`src/rtl/q_learning_slot_aloha_mac_assert.svh`:
```
// Assertion macros shared by the RTL of the slotted ALOHA MAC.
// Both macros expect clk_i in the scope where they are used; QLSA_ASSERT also expects rst_ni.
`ifndef Q_LEARNING_SLOT_ALOHA_MAC_ASSERT_SVH
`define Q_LEARNING_SLOT_ALOHA_MAC_ASSERT_SVH
`ifndef NO_ASSERTIONS
// Checked on every rising edge outside reset.
`define QLSA_ASSERT(lbl, prop, msg) \
  lbl: assert property (@(posedge clk_i) disable iff (!rst_ni) prop) \
    else $error(msg);
// Checked on every rising edge, reset included.
`define QLSA_ASSERT_ALWAYS(lbl, prop, msg) \
  lbl: assert property (@(posedge clk_i) prop) \
    else $error(msg);
`else
`define QLSA_ASSERT(lbl, prop, msg)
`define QLSA_ASSERT_ALWAYS(lbl, prop, msg)
`endif
`endif

```
`src/rtl/qlsa_pkg.sv`:
```
`default_nettype none

package qlsa_pkg;

  // Request codes.
  localparam logic [2:0] REQ_ENQ      = 3'd0;
  localparam logic [2:0] REQ_TICK     = 3'd1;
  localparam logic [2:0] REQ_TX_END   = 3'd2;
  localparam logic [2:0] REQ_RX_START = 3'd3;
  localparam logic [2:0] REQ_RX_END   = 3'd4;

  // Drop codes.
  localparam logic [2:0] DROP_NONE       = 3'd0;
  localparam logic [2:0] DROP_QUEUE_FULL = 3'd1;
  localparam logic [2:0] DROP_CORRUPT    = 3'd2;
  localparam logic [2:0] DROP_NOT_MINE   = 3'd3;
  localparam logic [2:0] DROP_NOT_ACK    = 3'd4;
  localparam logic [2:0] DROP_BUSY       = 3'd5;
  localparam logic [2:0] DROP_ACK_OUT    = 3'd6;

  // Radio states.
  localparam logic [1:0] RADIO_IDLE     = 2'd0;
  localparam logic [1:0] RADIO_TX       = 2'd1;
  localparam logic [1:0] RADIO_WAIT_ACK = 2'd2;
  localparam logic [1:0] RADIO_RX       = 2'd3;

  // Backoff modes.
  localparam logic [1:0] BO_NEVER    = 2'd0;
  localparam logic [1:0] BO_ALWAYS   = 2'd1;
  localparam logic [1:0] BO_NOT_BEST = 2'd2;

  // Configuration register indexes.
  localparam int unsigned CFG_IDX_W  = 3;
  localparam int unsigned CFG_DATA_W = 8;
  localparam logic [CFG_IDX_W-1:0] CFG_NUM_SLOTS    = 3'd0;
  localparam logic [CFG_IDX_W-1:0] CFG_MAX_PER_SLOT = 3'd1;
  localparam logic [CFG_IDX_W-1:0] CFG_BACKOFF_MODE = 3'd2;
  localparam logic [CFG_IDX_W-1:0] CFG_QUEUE_LIMIT  = 3'd3;
  localparam logic [CFG_IDX_W-1:0] CFG_NODE_ADDR    = 3'd4;

  // Q format: 14 fraction bits, learning rate 1638/16384.
  localparam int Q_ONE   = 16384;
  localparam int Q_ALPHA = 1638;
  localparam int Q_FRAC  = 14;

  typedef struct packed {
    logic [2:0]  req_type;
    logic        rx_error;
    logic [7:0]  rx_dest_addr;
    logic        rx_is_ack;
    logic [15:0] rand_value;
  } evt_t;

  typedef struct packed {
    logic       tx_start;
    logic [2:0] drop_code;
    logic       add_backoff;
    logic [3:0] current_slot;
    logic [3:0] chosen_slot;
    logic       slot_mine;
    logic [6:0] queue_count;
    logic       ack_taken;
  } res_t;

  // Control of the table scan unit.
  typedef struct packed {
    logic start;
    logic find;
  } scan_cmd_t;

  typedef struct packed {
    logic done;
    logic hit;
  } scan_sts_t;

endpackage

`default_nettype wire

```
`src/rtl/qlsa_scan.sv`:
```
`default_nettype none

module qlsa_scan #(
  parameter int unsigned SLOTS  = 16,
  parameter int unsigned Q_BITS = 16,
  parameter int unsigned SW     = $clog2(SLOTS + 1),
  parameter int unsigned AW     = (SLOTS > 1) ? $clog2(SLOTS) : 1
) (
  input  wire logic                     clk_i,
  input  wire logic                     rst_ni,
  input  wire qlsa_pkg::scan_cmd_t      cmd_i,
  input  wire logic [SW-1:0]            n_i,
  input  wire logic [SW-1:0]            target_i,
  input  wire logic signed [Q_BITS-1:0] rdata_i,
  output logic                          rd_en_o,
  output logic [AW-1:0]                 rd_addr_o,
  output qlsa_pkg::scan_sts_t           sts_o,
  output logic signed [Q_BITS-1:0]      max_o,
  output logic [SW-1:0]                 ties_o,
  output logic [SW-1:0]                 pos_o
);

  logic                     busy_q, find_q, dv_q, done_q, hit_q;
  logic [SW-1:0]            cnt_q, dpos_q, ties_q, k_q, pos_q;
  logic signed [Q_BITS-1:0] max_q;
  logic                     last;
  logic                     gt, eq;

  // One compare unit serves every pass.
  assign gt      = rdata_i > max_q;
  assign eq      = rdata_i == max_q;
  assign last    = dv_q && (dpos_q == n_i - SW'(1));
  assign rd_en_o = busy_q && (cnt_q < n_i);
  assign rd_addr_o = cnt_q[AW-1:0];

  always_ff @(posedge clk_i or negedge rst_ni) begin
    if (!rst_ni) begin
      busy_q <= 1'b0;
      find_q <= 1'b0;
      dv_q   <= 1'b0;
      done_q <= 1'b0;
      hit_q  <= 1'b0;
    end else begin
      done_q <= 1'b0;
      dv_q   <= rd_en_o;
      if (cmd_i.start) begin
        busy_q <= 1'b1;
        find_q <= cmd_i.find;
        hit_q  <= 1'b0;
      end else begin
        if (dv_q && find_q && eq && (k_q == target_i)) begin
          hit_q <= 1'b1;
        end
        if (last) begin
          busy_q <= 1'b0;
          done_q <= 1'b1;
        end
      end
    end
  end

  always_ff @(posedge clk_i) begin
    dpos_q <= cnt_q;
    if (cmd_i.start) begin
      cnt_q <= '0;
      k_q   <= '0;
    end else begin
      if (rd_en_o) begin
        cnt_q <= cnt_q + SW'(1);
      end
      if (dv_q) begin
        if (!find_q) begin
          if ((dpos_q == '0) || gt) begin
            max_q  <= rdata_i;
            ties_q <= SW'(1);
          end else if (eq) begin
            ties_q <= ties_q + SW'(1);
          end
        end else if (eq) begin
          if (k_q == target_i) begin
            pos_q <= dpos_q;
          end
          k_q <= k_q + SW'(1);
        end
      end
    end
  end

  assign sts_o.done = done_q;
  assign sts_o.hit  = hit_q;
  assign max_o      = max_q;
  assign ties_o     = ties_q;
  assign pos_o      = pos_q;

endmodule

`default_nettype wire
```
`config.mk`:
```
export PLATFORM = sky130hd
export DESIGN_NAME = qlsa_scan
export DESIGN_NICKNAME = d
export VERILOG_FILES = /design/src/rtl/q_learning_slot_aloha_mac_assert.svh /design/src/rtl/qlsa_pkg.sv /design/src/rtl/qlsa_scan.sv
export SDC_FILE = /design/constraint.sdc
export NUM_CORES = 1
export LEC_CHECK = 0
export BUFFER_PORTS_ARGS = -buffer_cell sky130_fd_sc_hd__buf_2
export CAP_MARGIN = 25
export CORE_MARGIN = 3
export CORE_UTILIZATION = 40
export CTS_CLUSTER_SIZE = 30
export DETAILED_ROUTE_END_ITERATION = 16
export GPL_ROUTABILITY_DRIVEN = 1
export SYNTH_ARGS = -nofsm -noshare
export SYNTH_HDL_FRONTEND = slang
export SYNTH_SLANG_ARGS = --single-unit
export TNS_END_PERCENT = 50
```
`constraint.sdc`:
```
create_clock -name clk_i -period 8.3 [get_ports clk_i]
set_input_delay 2.49 -clock clk_i [delete_from_list [all_inputs] [get_ports clk_i]]
set_output_delay 2.49 -clock clk_i [all_outputs]
set_load 0.005 [all_outputs]
```
==> reports/summary.txt <==
Fin worst setup slack: 2070 ps
Async SR Flop Fraction: 0.109
Crit path required time: 5810 ps
Hold WS: 401 ps
Nets: 335
Synth Area in Adders: 0.125
Clk buf depth: 2
Status: finished clean
Setup WS pre-CTS: 2070 ps
Multiplexer share of the synthesized area: 0.0308
Fillers: 542
Initial antenna violation count: 0
Synth cell count leaders: 26 x edfxtp_1, 24 x ha_1, 24 x inv_1
Die Wd: 83.5 um
Synth area leaders: edfxtp_1 33%, dfxtp_1 13%, ha_1 13%
Top cell type's share of synthesized area: 0.325
Worst slew pin tran: 504 ps
Crit path DAT: 3740 ps
Via density: 4.73
Clock-pin slew on the worst setup and hold paths: 80 ps
Routability cong.: 0.774
Final setup violating endpoints: 0
CP max FO: 3
Most numerous cell in the Yosys netlist: edfxtp_1
Final instance area: 2850 sq um
Largest family of logic cells by synthesized area: simple AND/OR/NAND/NOR gates
H-tree levels: 2
Number of synthesized flops with an enable pin: 26
Post-Route WL: 4430 um
Initial DRT Pass Iterations: 4
Crit share post-route: 0.751
Final Hold Violating Endpoints: 0
CTS root buffer: clkbuf_8
Unrepaired setup endpoints after global routing: false
First-pass GRT wire length: 7730 um
Pleak: 0.00131 uW
Later-pin clock latency in the skew report: 290 ps
Avg Cell Area, Syn: 11.0 sq um
Max_cap viols: 0
Number of global-route vias before repair: 1650
Cts hold-fix bufs: 0
Synthesized area: 2400 sq um
Synthesis-to-finish area growth: 18.9%
Ant. Diodes: 0
Area leader, netlist: edfxtp_1
Pins over their slew limit: 0
Synth Net Count: 273
CP Capture Type: primary output
Largest net degree at the start of global routing: 17
CTS buffer count: 5
I/O pins: 63
Routed length per instance: 12.5 um
DRT iter0 DRCs: 60
Setup TNS Final: 0 ps
Synth Warn #: 0
Register bit count reported by yosys: 46
Starting density of the core: 0.425
Skew final: 10.0 ps
P per Cell Area: 190 nW/um^2
# port buffers: 62
Worst hold path class: flop to flop
Synth Flop Type: edfxtp_1
DP Wirelength: 3560 um
Area fraction in compound gates after synthesis: 0.0641
CTS tree: yes
Crit Path Category: primary input to primary output
Fmax: 0.160 GHz
DRC Markers: 0
CTS sink count: 46
Die area: 6960 sq um
DP Area: 2750 sq um
Simple-gate share of the synthesized area: 0.142
Total grt overflow: 0
CP Launch Type: primary input
Layout cells sized above 1: 0.277
GRT Util Overall: 0.136
XOR/XNOR Fraction of Synth Area: 0.0730
Max rail drop VDD: 0.0817 mV
Post-route ant nets: 0
Library cells used by synthesis: 37
FP Rows: 27
Core area: 5640 sq um
Worst rel slew slack: 0.664
Mapped Cells: 219
DR vias: 1674
Crit path time final: 6230 ps
Post-CTS resize count: 0
Die Span Y: 83.5 um
Post-CTS Setup Bufs: 0
Register area share after synthesis: 0.503
cell families (layout without fill, tap and decap cells):
group           Yosys count  count (layout)
compound gates           27              27
xor+xnor                 20              20
flops                    46              46
mux                       7               7
simple gates             63              63
buf+inv                  32              95
fa+ha+maj                24              24
cell type report:
| class | count | area (sq um) | area share |
|---|---|---|---|
| inverter | 24 | 90.1 | 0.0316 |
| clock buffer | 7 | 76.3 | 0.0267 |
| clock inverter | 1 | 30.0 | 0.0105 |
| tap | 72 | 90.1 | 0.0316 |
| sequential | 46 | 1210 | 0.423 |
| timing repair buffer | 63 | 318 | 0.111 |
| multi-input combinational | 141 | 1040 | 0.366 |
final timing paths:
check	depth (start not counted)	endpoint	from	slack, ps
worst max-delay path	8	rd_en_o	n_i[1]	2070
worst min-delay path	0	dpos_q[4]	cnt_q[4]	400
worst max register to register	8	max_o[15]	max_o[15]	5800
worst min register to register	0	dpos_q[4]	cnt_q[4]	400
max in group asynchronous	1	find_q	rst_ni	6160
min in group asynchronous	1	busy_q	rst_ni	2000
worst max-delay path, stage by stage:
cell and delay, ps:
buf_2 90, inv_1 50, ha_1 270, a21o_1 100, a21oi_1 80, o21ai_0 410
inv_1 110, buf_2 150
stage by stage:
step | instances | utilization | total power, uW
3_5_place_dp | 346 | 0.487 | 389
6_report | 354 | 0.506 | 542
3_3_place_gp | 346 | 0.487 | 388
4_1_cts | 354 | 0.506 | 551
2_1_floorplan | 219 | - | 353
5_1_grt | 354 | 0.506 | 576
where the power goes:
part	internal (uW)	total [uW]	switching (uW)
Sequential	264	280	16.1
Combinational	48.5	102	53.7
Clock	90.1	160	70.0
routing by layer:
| layer | vias up | share of wire | GRT usage |
|---|---|---|---|
| li1 | 877 | - | - |
| met1 | 754 | 0.49 | 0.188 |
| met2 | 41 | 0.45 | 0.208 |
| met3 | 2 | 0.055 | 0.0286 |
| met4 | 0 | 0.0079 | 0.0526 |
| met5 | - | 0 | 0 |
placed cells by master, fill, tap and decap left out, types with 2 or more instances in the layout:
master / count
buf_2: 62
edfxtp_1: 26
inv_1: 24
ha_1: 24
nor2_1: 23
dfxtp_1: 15
a21oi_1: 13
xor2_1: 12
nand2_1: 10
xnor2_1: 8
o21ai_0: 6
nand4_1: 6
dfrtp_1: 5
clkbuf_8: 5
mux2i_1: 4
a21o_1: 3
nand4_2: 3
nand3_1: 3
nor3_1: 3
o211ai_1: 3
mux2_2: 3
nand2b_1: 2
or3_1: 2
clkbuf_1: 2
registers in the layout (all words and copies together), names as in the netlist:
signal  cells
pos_o       5
find_q      1
done_q      1
cnt_q       5
busy_q      1
dv_q        1
ties_o      5
hit_q       1
dpos_q      5
max_o      16
k_q         5
Note: power is estimated with default switching activity, not from simulation.
