**src/rtl/q_learning_slot_aloha_mac_assert.svh**
```systemverilog
// Assertion macros shared by the RTL of the slotted ALOHA MAC.
// Both macros expect clk_i in the scope where they are used; QLSA_ASSERT also expects rst_ni.
`ifndef Q_LEARNING_SLOT_ALOHA_MAC_ASSERT_SVH
`define Q_LEARNING_SLOT_ALOHA_MAC_ASSERT_SVH
`ifndef NO_ASSERTIONS
// Checked on every rising edge outside reset.
`define QLSA_ASSERT(lbl, prop, msg) \
  lbl: assert property (@(posedge clk_i) disable iff (!rst_ni) prop) \
    else $error(msg);
// Checked on every rising edge, reset included.
`define QLSA_ASSERT_ALWAYS(lbl, prop, msg) \
  lbl: assert property (@(posedge clk_i) prop) \
    else $error(msg);
`else
`define QLSA_ASSERT(lbl, prop, msg)
`define QLSA_ASSERT_ALWAYS(lbl, prop, msg)
`endif
`endif

```
**src/rtl/qlsa_pkg.sv**
```systemverilog
`default_nettype none

package qlsa_pkg;

  // Request codes.
  localparam logic [2:0] REQ_ENQ      = 3'd0;
  localparam logic [2:0] REQ_TICK     = 3'd1;
  localparam logic [2:0] REQ_TX_END   = 3'd2;
  localparam logic [2:0] REQ_RX_START = 3'd3;
  localparam logic [2:0] REQ_RX_END   = 3'd4;

  // Drop codes.
  localparam logic [2:0] DROP_NONE       = 3'd0;
  localparam logic [2:0] DROP_QUEUE_FULL = 3'd1;
  localparam logic [2:0] DROP_CORRUPT    = 3'd2;
  localparam logic [2:0] DROP_NOT_MINE   = 3'd3;
  localparam logic [2:0] DROP_NOT_ACK    = 3'd4;
  localparam logic [2:0] DROP_BUSY       = 3'd5;
  localparam logic [2:0] DROP_ACK_OUT    = 3'd6;

  // Radio states.
  localparam logic [1:0] RADIO_IDLE     = 2'd0;
  localparam logic [1:0] RADIO_TX       = 2'd1;
  localparam logic [1:0] RADIO_WAIT_ACK = 2'd2;
  localparam logic [1:0] RADIO_RX       = 2'd3;

  // Backoff modes.
  localparam logic [1:0] BO_NEVER    = 2'd0;
  localparam logic [1:0] BO_ALWAYS   = 2'd1;
  localparam logic [1:0] BO_NOT_BEST = 2'd2;

  // Configuration register indexes.
  localparam int unsigned CFG_IDX_W  = 3;
  localparam int unsigned CFG_DATA_W = 8;
  localparam logic [CFG_IDX_W-1:0] CFG_NUM_SLOTS    = 3'd0;
  localparam logic [CFG_IDX_W-1:0] CFG_MAX_PER_SLOT = 3'd1;
  localparam logic [CFG_IDX_W-1:0] CFG_BACKOFF_MODE = 3'd2;
  localparam logic [CFG_IDX_W-1:0] CFG_QUEUE_LIMIT  = 3'd3;
  localparam logic [CFG_IDX_W-1:0] CFG_NODE_ADDR    = 3'd4;

  // Q format: 14 fraction bits, learning rate 1638/16384.
  localparam int Q_ONE   = 16384;
  localparam int Q_ALPHA = 1638;
  localparam int Q_FRAC  = 14;

  typedef struct packed {
    logic [2:0]  req_type;
    logic        rx_error;
    logic [7:0]  rx_dest_addr;
    logic        rx_is_ack;
    logic [15:0] rand_value;
  } evt_t;

  typedef struct packed {
    logic       tx_start;
    logic [2:0] drop_code;
    logic       add_backoff;
    logic [3:0] current_slot;
    logic [3:0] chosen_slot;
    logic       slot_mine;
    logic [6:0] queue_count;
    logic       ack_taken;
  } res_t;

  // Control of the table scan unit.
  typedef struct packed {
    logic start;
    logic find;
  } scan_cmd_t;

  typedef struct packed {
    logic done;
    logic hit;
  } scan_sts_t;

endpackage

`default_nettype wire

```
**src/rtl/qlsa_qupd.sv**
```systemverilog
`default_nettype none

module qlsa_qupd #(
  parameter int unsigned Q_BITS = 16
) (
  input  wire logic                     clk_i,
  input  wire logic                     mul_en_i,
  input  wire logic                     reward_pos_i,
  input  wire logic signed [Q_BITS-1:0] q_i,
  output logic signed [Q_BITS-1:0]      q_new_o
);

  localparam int unsigned DW = ((Q_BITS > 16) ? Q_BITS : 16) + 1;
  localparam int unsigned PW = DW + 12;

  localparam logic signed [DW-1:0] OneS   = DW'(qlsa_pkg::Q_ONE);
  localparam logic signed [PW-1:0] AlphaS = PW'(qlsa_pkg::Q_ALPHA);
  localparam logic signed [PW-1:0] QHi    = PW'((64'sd1 <<< (Q_BITS - 1)) - 64'sd1);
  localparam logic signed [PW-1:0] QLo    = -QHi - PW'(1);

  logic signed [DW-1:0]     diff;
  logic signed [PW-1:0]     prod_d;
  logic signed [PW-1:0]     prod_q;
  logic signed [Q_BITS-1:0] qold_q;
  logic signed [PW-1:0]     sum;

  // First step: distance to the reward scaled by the learning rate.
  assign diff   = (reward_pos_i ? OneS : -OneS) - DW'(q_i);
  assign prod_d = PW'(diff) * AlphaS;

  always_ff @(posedge clk_i) begin
    if (mul_en_i) begin
      prod_q <= prod_d;
      qold_q <= q_i;
    end
  end

  // Second step: the arithmetic shift floors, then the sum saturates.
  assign sum = PW'(qold_q) + (prod_q >>> qlsa_pkg::Q_FRAC);

  always_comb begin
    if (sum > QHi) begin
      q_new_o = QHi[Q_BITS-1:0];
    end else if (sum < QLo) begin
      q_new_o = QLo[Q_BITS-1:0];
    end else begin
      q_new_o = sum[Q_BITS-1:0];
    end
  end

endmodule

`default_nettype wire

```
**config.mk**
```make
export PLATFORM = sky130hd
export DESIGN_NAME = qlsa_qupd
export DESIGN_NICKNAME = d
export VERILOG_FILES = /design/src/rtl/q_learning_slot_aloha_mac_assert.svh /design/src/rtl/qlsa_pkg.sv /design/src/rtl/qlsa_qupd.sv
export SDC_FILE = /design/constraint.sdc
export NUM_CORES = 1
export LEC_CHECK = 0
export ABC_AREA = 1
export BUFFER_PORTS_ARGS = -buffer_cell sky130_fd_sc_hd__buf_4
export CAP_MARGIN = 20
export CORE_MARGIN = 4
export CORE_UTILIZATION = 48
export CTS_BUF_LIST = sky130_fd_sc_hd__clkbuf_4
export DETAILED_ROUTE_END_ITERATION = 10
export PLACE_DENSITY_LB_ADDON = 0.15
export SLEW_MARGIN = 30
export SYNTH_ARGS = -nofsm -noshare
export SYNTH_HDL_FRONTEND = slang
export SYNTH_SLANG_ARGS = --single-unit
```
**constraint.sdc**
```tcl
create_clock -name clk_i -period 8.15 [get_ports clk_i]
set_input_delay 1.2225 -clock clk_i [delete_from_list [all_inputs] [get_ports clk_i]]
set_output_delay 1.2225 -clock clk_i [all_outputs]
set_load 0.01 [all_outputs]
```
==> qor.yml, run 1 <==
logic_synthesis:
  yosysUniqueCellTypes: 33
  postSynthNetCount: 985
  syn_area_per_cell_um2: 7.39
  ys_seq_elements: 31
  syn_area_um2: 6140
  synth-edff-count: 31
  synthFlopType: "edfxtp_1"
  synth_cells: 831
  ys_warn_count: 0
  ys_seq_area_frac: 0.152
  async_flop_share: 0
detailed_routing:
  finalWirelength_um: 15300
  ant_nets: 0
  via_per_inst: 5.10
  dr.pass1.iters: 5
  num_vias: 5322
  wl_per_cell_um: 14.6
  drt_iter0_markers: 219
  drc_errors: 0
timing:
  fin_crit_ns: 6.34
  fmax_mhz: 158
  period_share: 0.778
  drv_slew: 0
  tns_ns: 0
  finalHoldViolCount: 0
  rsz0062_at_grt: "no"
  setup_viol: 0
  max_slew_margin: 0.551
  tightest_slew_ns: 0.668
cts:
  root_buffer: "clkbuf_4"
  numCtsBuffers: 5
  ctsHoldBuffers: 0
  cts_tree: "yes"
  cts.sinks: 31
  cts.reportedPaths.clkPinSlew_ns: 0.10
  h-tree-depth: 2
  post-cts-setup-buffer-count: 0
  cts_resized: 0
  cts_buffer_depth: 2
outcome:
  outcome: "completed"
global_route:
  use_met3: 0.0135
  grt_pass1_wl_um: 25300
  antenna_found_initial: 0
  busiest_layer: "met2"
  grt_pass1_vias: 5373
  grt_start_max_net_pins: 32
  gr-usage-met1: 0.277
  track_usage: 0.218
  grt-ovfl-total: 0
  met2_usage: 0.397
finish:
  drive_gt1_frac: 0.101
  multi_input_area_um2: 4450
  layout.nets: 1024
  n_fill_cell: 1281
  syn_to_final_growth_pct: 8.27
  seq_area_um2: 931
setup_path:
  crit_slowest_cell: "fa_1"
  cp.arrival_ns: 6.44
  cp-end-kind: "register"
  cp_common_cell: "inv_1"
  crit_type: "input pin to register"
  start_kind: "input pin"
  cp_max_fo: 7
  required_ns: 8.24
  slowest_delay_ns: 0.51
worst_hold_path:
  min_path_type: "input pin to register"
  hold_depth: 1
place:
  dp_hpwl_um: 14000
  place.gp.congestion: 0.889
  portBuffers: 34
flow_run:
  maxCapViolations: 0
die:
  die_area_um2: 14700
  fp.coreArea_um2: 12600
  start_util: 0.489
  die_h_um: 121
  io_pins: 35
  die_w_um: 121
  rows: 41
-- cells by family (layout without fill, tap and decap cells) --
family / count (synthesis) / count (layout) / share of synthesized area
flops: 31 / 31 / 0.152
fa+ha+maj: 135 / 135 / 0.343
simple gates: 349 / 349 / 0.248
buf+inv: 198 / 238 / 0.123
xor+xnor: 42 / 42 / 0.0599
compound gates: 76 / 76 / 0.0739
other cells: 0 / 1 / 0
-- flip-flops by register name, summed over array words and instances (netlist names) --
name,flops
prod_q,15
qold_q,16
-- per-layer routing --
metal	routed length (µm)	part of all wire
met1	6520	0.43
met2	7960	0.52
met3	474	0.031
met4	321	0.021
met5	0	0
-- through the flow --
| stage | setup slack, ns | cells | cell area, µm² | hold slack [ns] | util |
|---|---|---|---|---|---|
| finish | 1.81 | 1044 | 6650 | 1.08 | 0.529 |
| floorplan | 2.13 | 831 | 6140 | 1.32 | - |
| global route | 1.36 | 1043 | 6650 | 1.06 | 0.529 |
| CTS | 1.80 | 1043 | 6650 | 1.06 | 0.529 |
| global placement | 1.57 | 1035 | 6590 | 1.41 | 0.524 |
| detailed placement | 1.43 | 1035 | 6590 | 1.42 | 0.524 |
-- area by class of cell --
class / count / share of cell area
clock buffers: 7 / 0.00790
diodes: 1 / 0.000376
flip-flops and latches: 31 / 0.140
well taps: 172 / 0.0324
inverters: 196 / 0.111
multi-input cells: 602 / 0.670
clock inverters: 1 / 0.000752
repair buffers: 34 / 0.0384
-- synth_stat cells (12+ instances only) --
cell type    n  area [µm²]
a21oi_1     37         185
nand2_2     12        75.1
ha_1        79         988
xor2_1      27         236
xnor2_1     15         131
fa_1        56        1120
edfxtp_1    31         931
o21ai_0     14        70.1
nor2_1      56         210
nand3_1     48         240
inv_1      189         709
nand2_1    194         728
-- cell usage in the layout, fill, tap and decap left out, types with 9 or more instances in the layout --
cell type	n
nand2_2	12
inv_1	189
xor2_1	27
o21ai_2	10
a21oi_1	37
nor3_1	9
ha_1	79
o21ai_0	14
nor2_1	56
buf_4	34
fa_1	56
nand2_1	194
edfxtp_1	31
xnor2_1	15
nand3_1	48
-- critical path, delay by kind of cell --
kind          cells  cell delay, ns
xor+xnor          1            0.44
buf+inv          10            0.85
fa+ha+maj         7            2.62
simple gates     11            1.31
-- final timing paths --
check,startpoint,end
worst min-delay path,q_i[15],qold_q[15]$_DFFE_PP_
worst max-delay path,q_i[0],prod_q[26]$_DFFE_PP_
Power of run 1 is not shown: default switching activity piles up to over one toggle a cycle in this logic, so the estimate is an artifact.
==> run 2, diff against run 1 <==
clock period = 5.5 ns   (was 8.15 ns; I/O delays follow)
==> run 2 against run 1 <==
- setup slack got worse by 1.7 ns
- die area unchanged
- critical endpoint is now prod_q[21]$_DFFE_PP_
- critical path depth shrank 4
- sequential cell count unchanged
- sequential share of layout area down 2.3 points
- hold slack got worse by 0.39 ns
- largest cell class unchanged
==> qor.yml, run 2 (same netlist as run 1, synthesis figures left out) <==
timing:
  finalHoldViolCount: 0  # unchanged
  fmax_mhz: 186
  period_share: 0.980
  drv_slew: 0  # unchanged
  tns_ns: 0  # unchanged
  setup_slack_ns: 0.112  # -1.70 ns
  max_slew_margin: 0.561  # +0.0102
  tightest_slew_ns: 0.657  # -0.0112 ns
  fin_crit_ns: 5.39
  setup_viol: 0  # unchanged
detailed_routing:
  num_vias: 5804  # +9.1%
  finalWirelength_um: 16700  # +9.2%
  drt_iter0_markers: 365  # +67%
  ant_nets: 0  # unchanged
  via_per_inst: 5.00  # -1.8%
  dr.pass1.iters: 6  # +1
  wl_per_cell_um: 14.4  # -1.7%
  drc_errors: 0  # unchanged
cts:
  root_buffer: "clkbuf_4"
  cts.sinks: 31  # unchanged
  h-tree-depth: 2  # unchanged
  ctsHoldBuffers: 0  # unchanged
  cts_tree: "yes"
  cts_buffer_depth: 2  # unchanged
  numCtsBuffers: 5  # unchanged
  cts.reportedPaths.clkPinSlew_ns: 0.10  # about the same
die:
  fp.coreArea_um2: 12600  # unchanged
  die_h_um: 121  # unchanged
  rows: 41  # unchanged
  io_pins: 35  # unchanged
  die_area_um2: 14700  # unchanged
  start_util: 0.489  # unchanged
  die_w_um: 121  # unchanged
global_route:
  track_usage: 0.224  # +0.00624
  antenna_found_initial: 1  # +1
  grt-ovfl-total: 0  # unchanged
  grt_pass1_wl_um: 26000  # +2.6%
  grt_pass1_vias: 5666  # +5.5%
  grt_start_max_net_pins: 32  # unchanged
finish:
  syn_to_final_growth_pct: 29.1
  n_fill_cell: 1169  # -8.7%
  seq_area_um2: 931  # unchanged
  largest_reg_flops: 16  # unchanged
  top_regs: "qold_q x16, prod_q x15"
  largest-register: "qold_q"
  final_cell_mix: "nand2_1, inv_1, buf_4"
  layout.nets: 1140  # +11%
  drive_gt1_frac: 0.273  # +0.172
  final_common_cell: "nand2_1"
  multi_input_area_um2: 4840  # +8.7%
place:
  dp_hpwl_um: 14900  # +6.1%
  dp_slack_ns: -0.371  # -1.81 ns
  portBuffers: 34  # unchanged
  place.gp.congestion: 0.914  # +2.9%
setup_path:
  crit_path_end: "prod_q[21]$_DFFE_PP_"
  crit_type: "input pin to register"
  cp_max_fo: 3  # -4
  start_kind: "input pin"
  required_ns: 5.58  # -2.66 ns
  cp-end-kind: "register"
  worstSetupStartpoint: "q_i[1]"
  cp.arrival_ns: 5.47  # -0.97 ns
outcome:
  outcome: "completed"
flow_run:
  maxCapViolations: 0  # unchanged
worst_hold_path:
  min_path_type: "input pin to register"
  hold_depth: 1  # unchanged
[run 2: area by class of cell]
class | instances | share of cell area
diodes | 1 | 0.000315
clock buffers | 5 | 0.00473
inverters | 196 | 0.0934
multi-input cells | 602 | 0.610
flip-flops and latches | 31 | 0.117
clock inverters | 3 | 0.00489
repair buffers | 150 | 0.142
well taps | 172 | 0.0271
[run 2: how the worst min path moves through the flow]
stage                     slack (ns)              endpoint    start
final                           0.69  qold_q[15]$_DFFE_PP_  q_i[15]
after global routing            0.67  qold_q[15]$_DFFE_PP_  q_i[15]
after CTS                       0.67  qold_q[15]$_DFFE_PP_  q_i[15]
after detailed placement        1.03  qold_q[15]$_DFFE_PP_  q_i[15]
after global placement          1.01  qold_q[15]$_DFFE_PP_  q_i[15]
after floorplan                 0.92   qold_q[0]$_DFFE_PP_   q_i[0]
[run 2: per-layer routing]
metal / wire length [µm] / track usage / up-vias
met4: 363 / 0.0560 / 0
met3: 493 / 0.0117 / 30
met2: 8720 / 0.422 / 118
li1: - / - / 2893
met1: 7100 / 0.279 / 2763
met5: 0 / 0 / -
[run 2: timing repair]
item	CTS	global route
buffers inserted	1	2
gates resized for setup	3	80
pin swaps	1	31
endpoints found under the setup margin	3	15
[run 2: per-stage QoR]
| stage | area (µm²) | hold slack, ns | instances | utilization |
|---|---|---|---|---|
| after global placement | 7450 | 1.01 | 1148 | 0.593 |
| final | 7930 | 0.685 | 1160 | 0.631 |
| after detailed placement | 7450 | 1.03 | 1148 | 0.593 |
| after CTS | 7550 | 0.669 | 1157 | 0.600 |
| after floorplan | 6150 | 0.924 | 831 | - |
| after global routing | 7930 | 0.668 | 1160 | 0.631 |
[run 2: critical path: stages]
cell      delay, ns
buf_4          0.13
inv_4          0.06
ha_4           0.13
inv_1          0.04
nor2_2         0.15
inv_2          0.09
nor2_4         0.13
a21oi_2        0.07
buf_4          0.15
ha_1           0.29
inv_2          0.06
fa_1           0.51
fa_1           0.58
fa_2           0.43
fa_1           0.57
inv_2          0.05
ha_4           0.27
buf_4          0.12
inv_1          0.07
o21bai_1       0.23
nand3_1        0.13
nand2_1        0.14
inv_1          0.07
nand3_1        0.08
nand2_1        0.09
Power of run 2 is left out for the same reason.
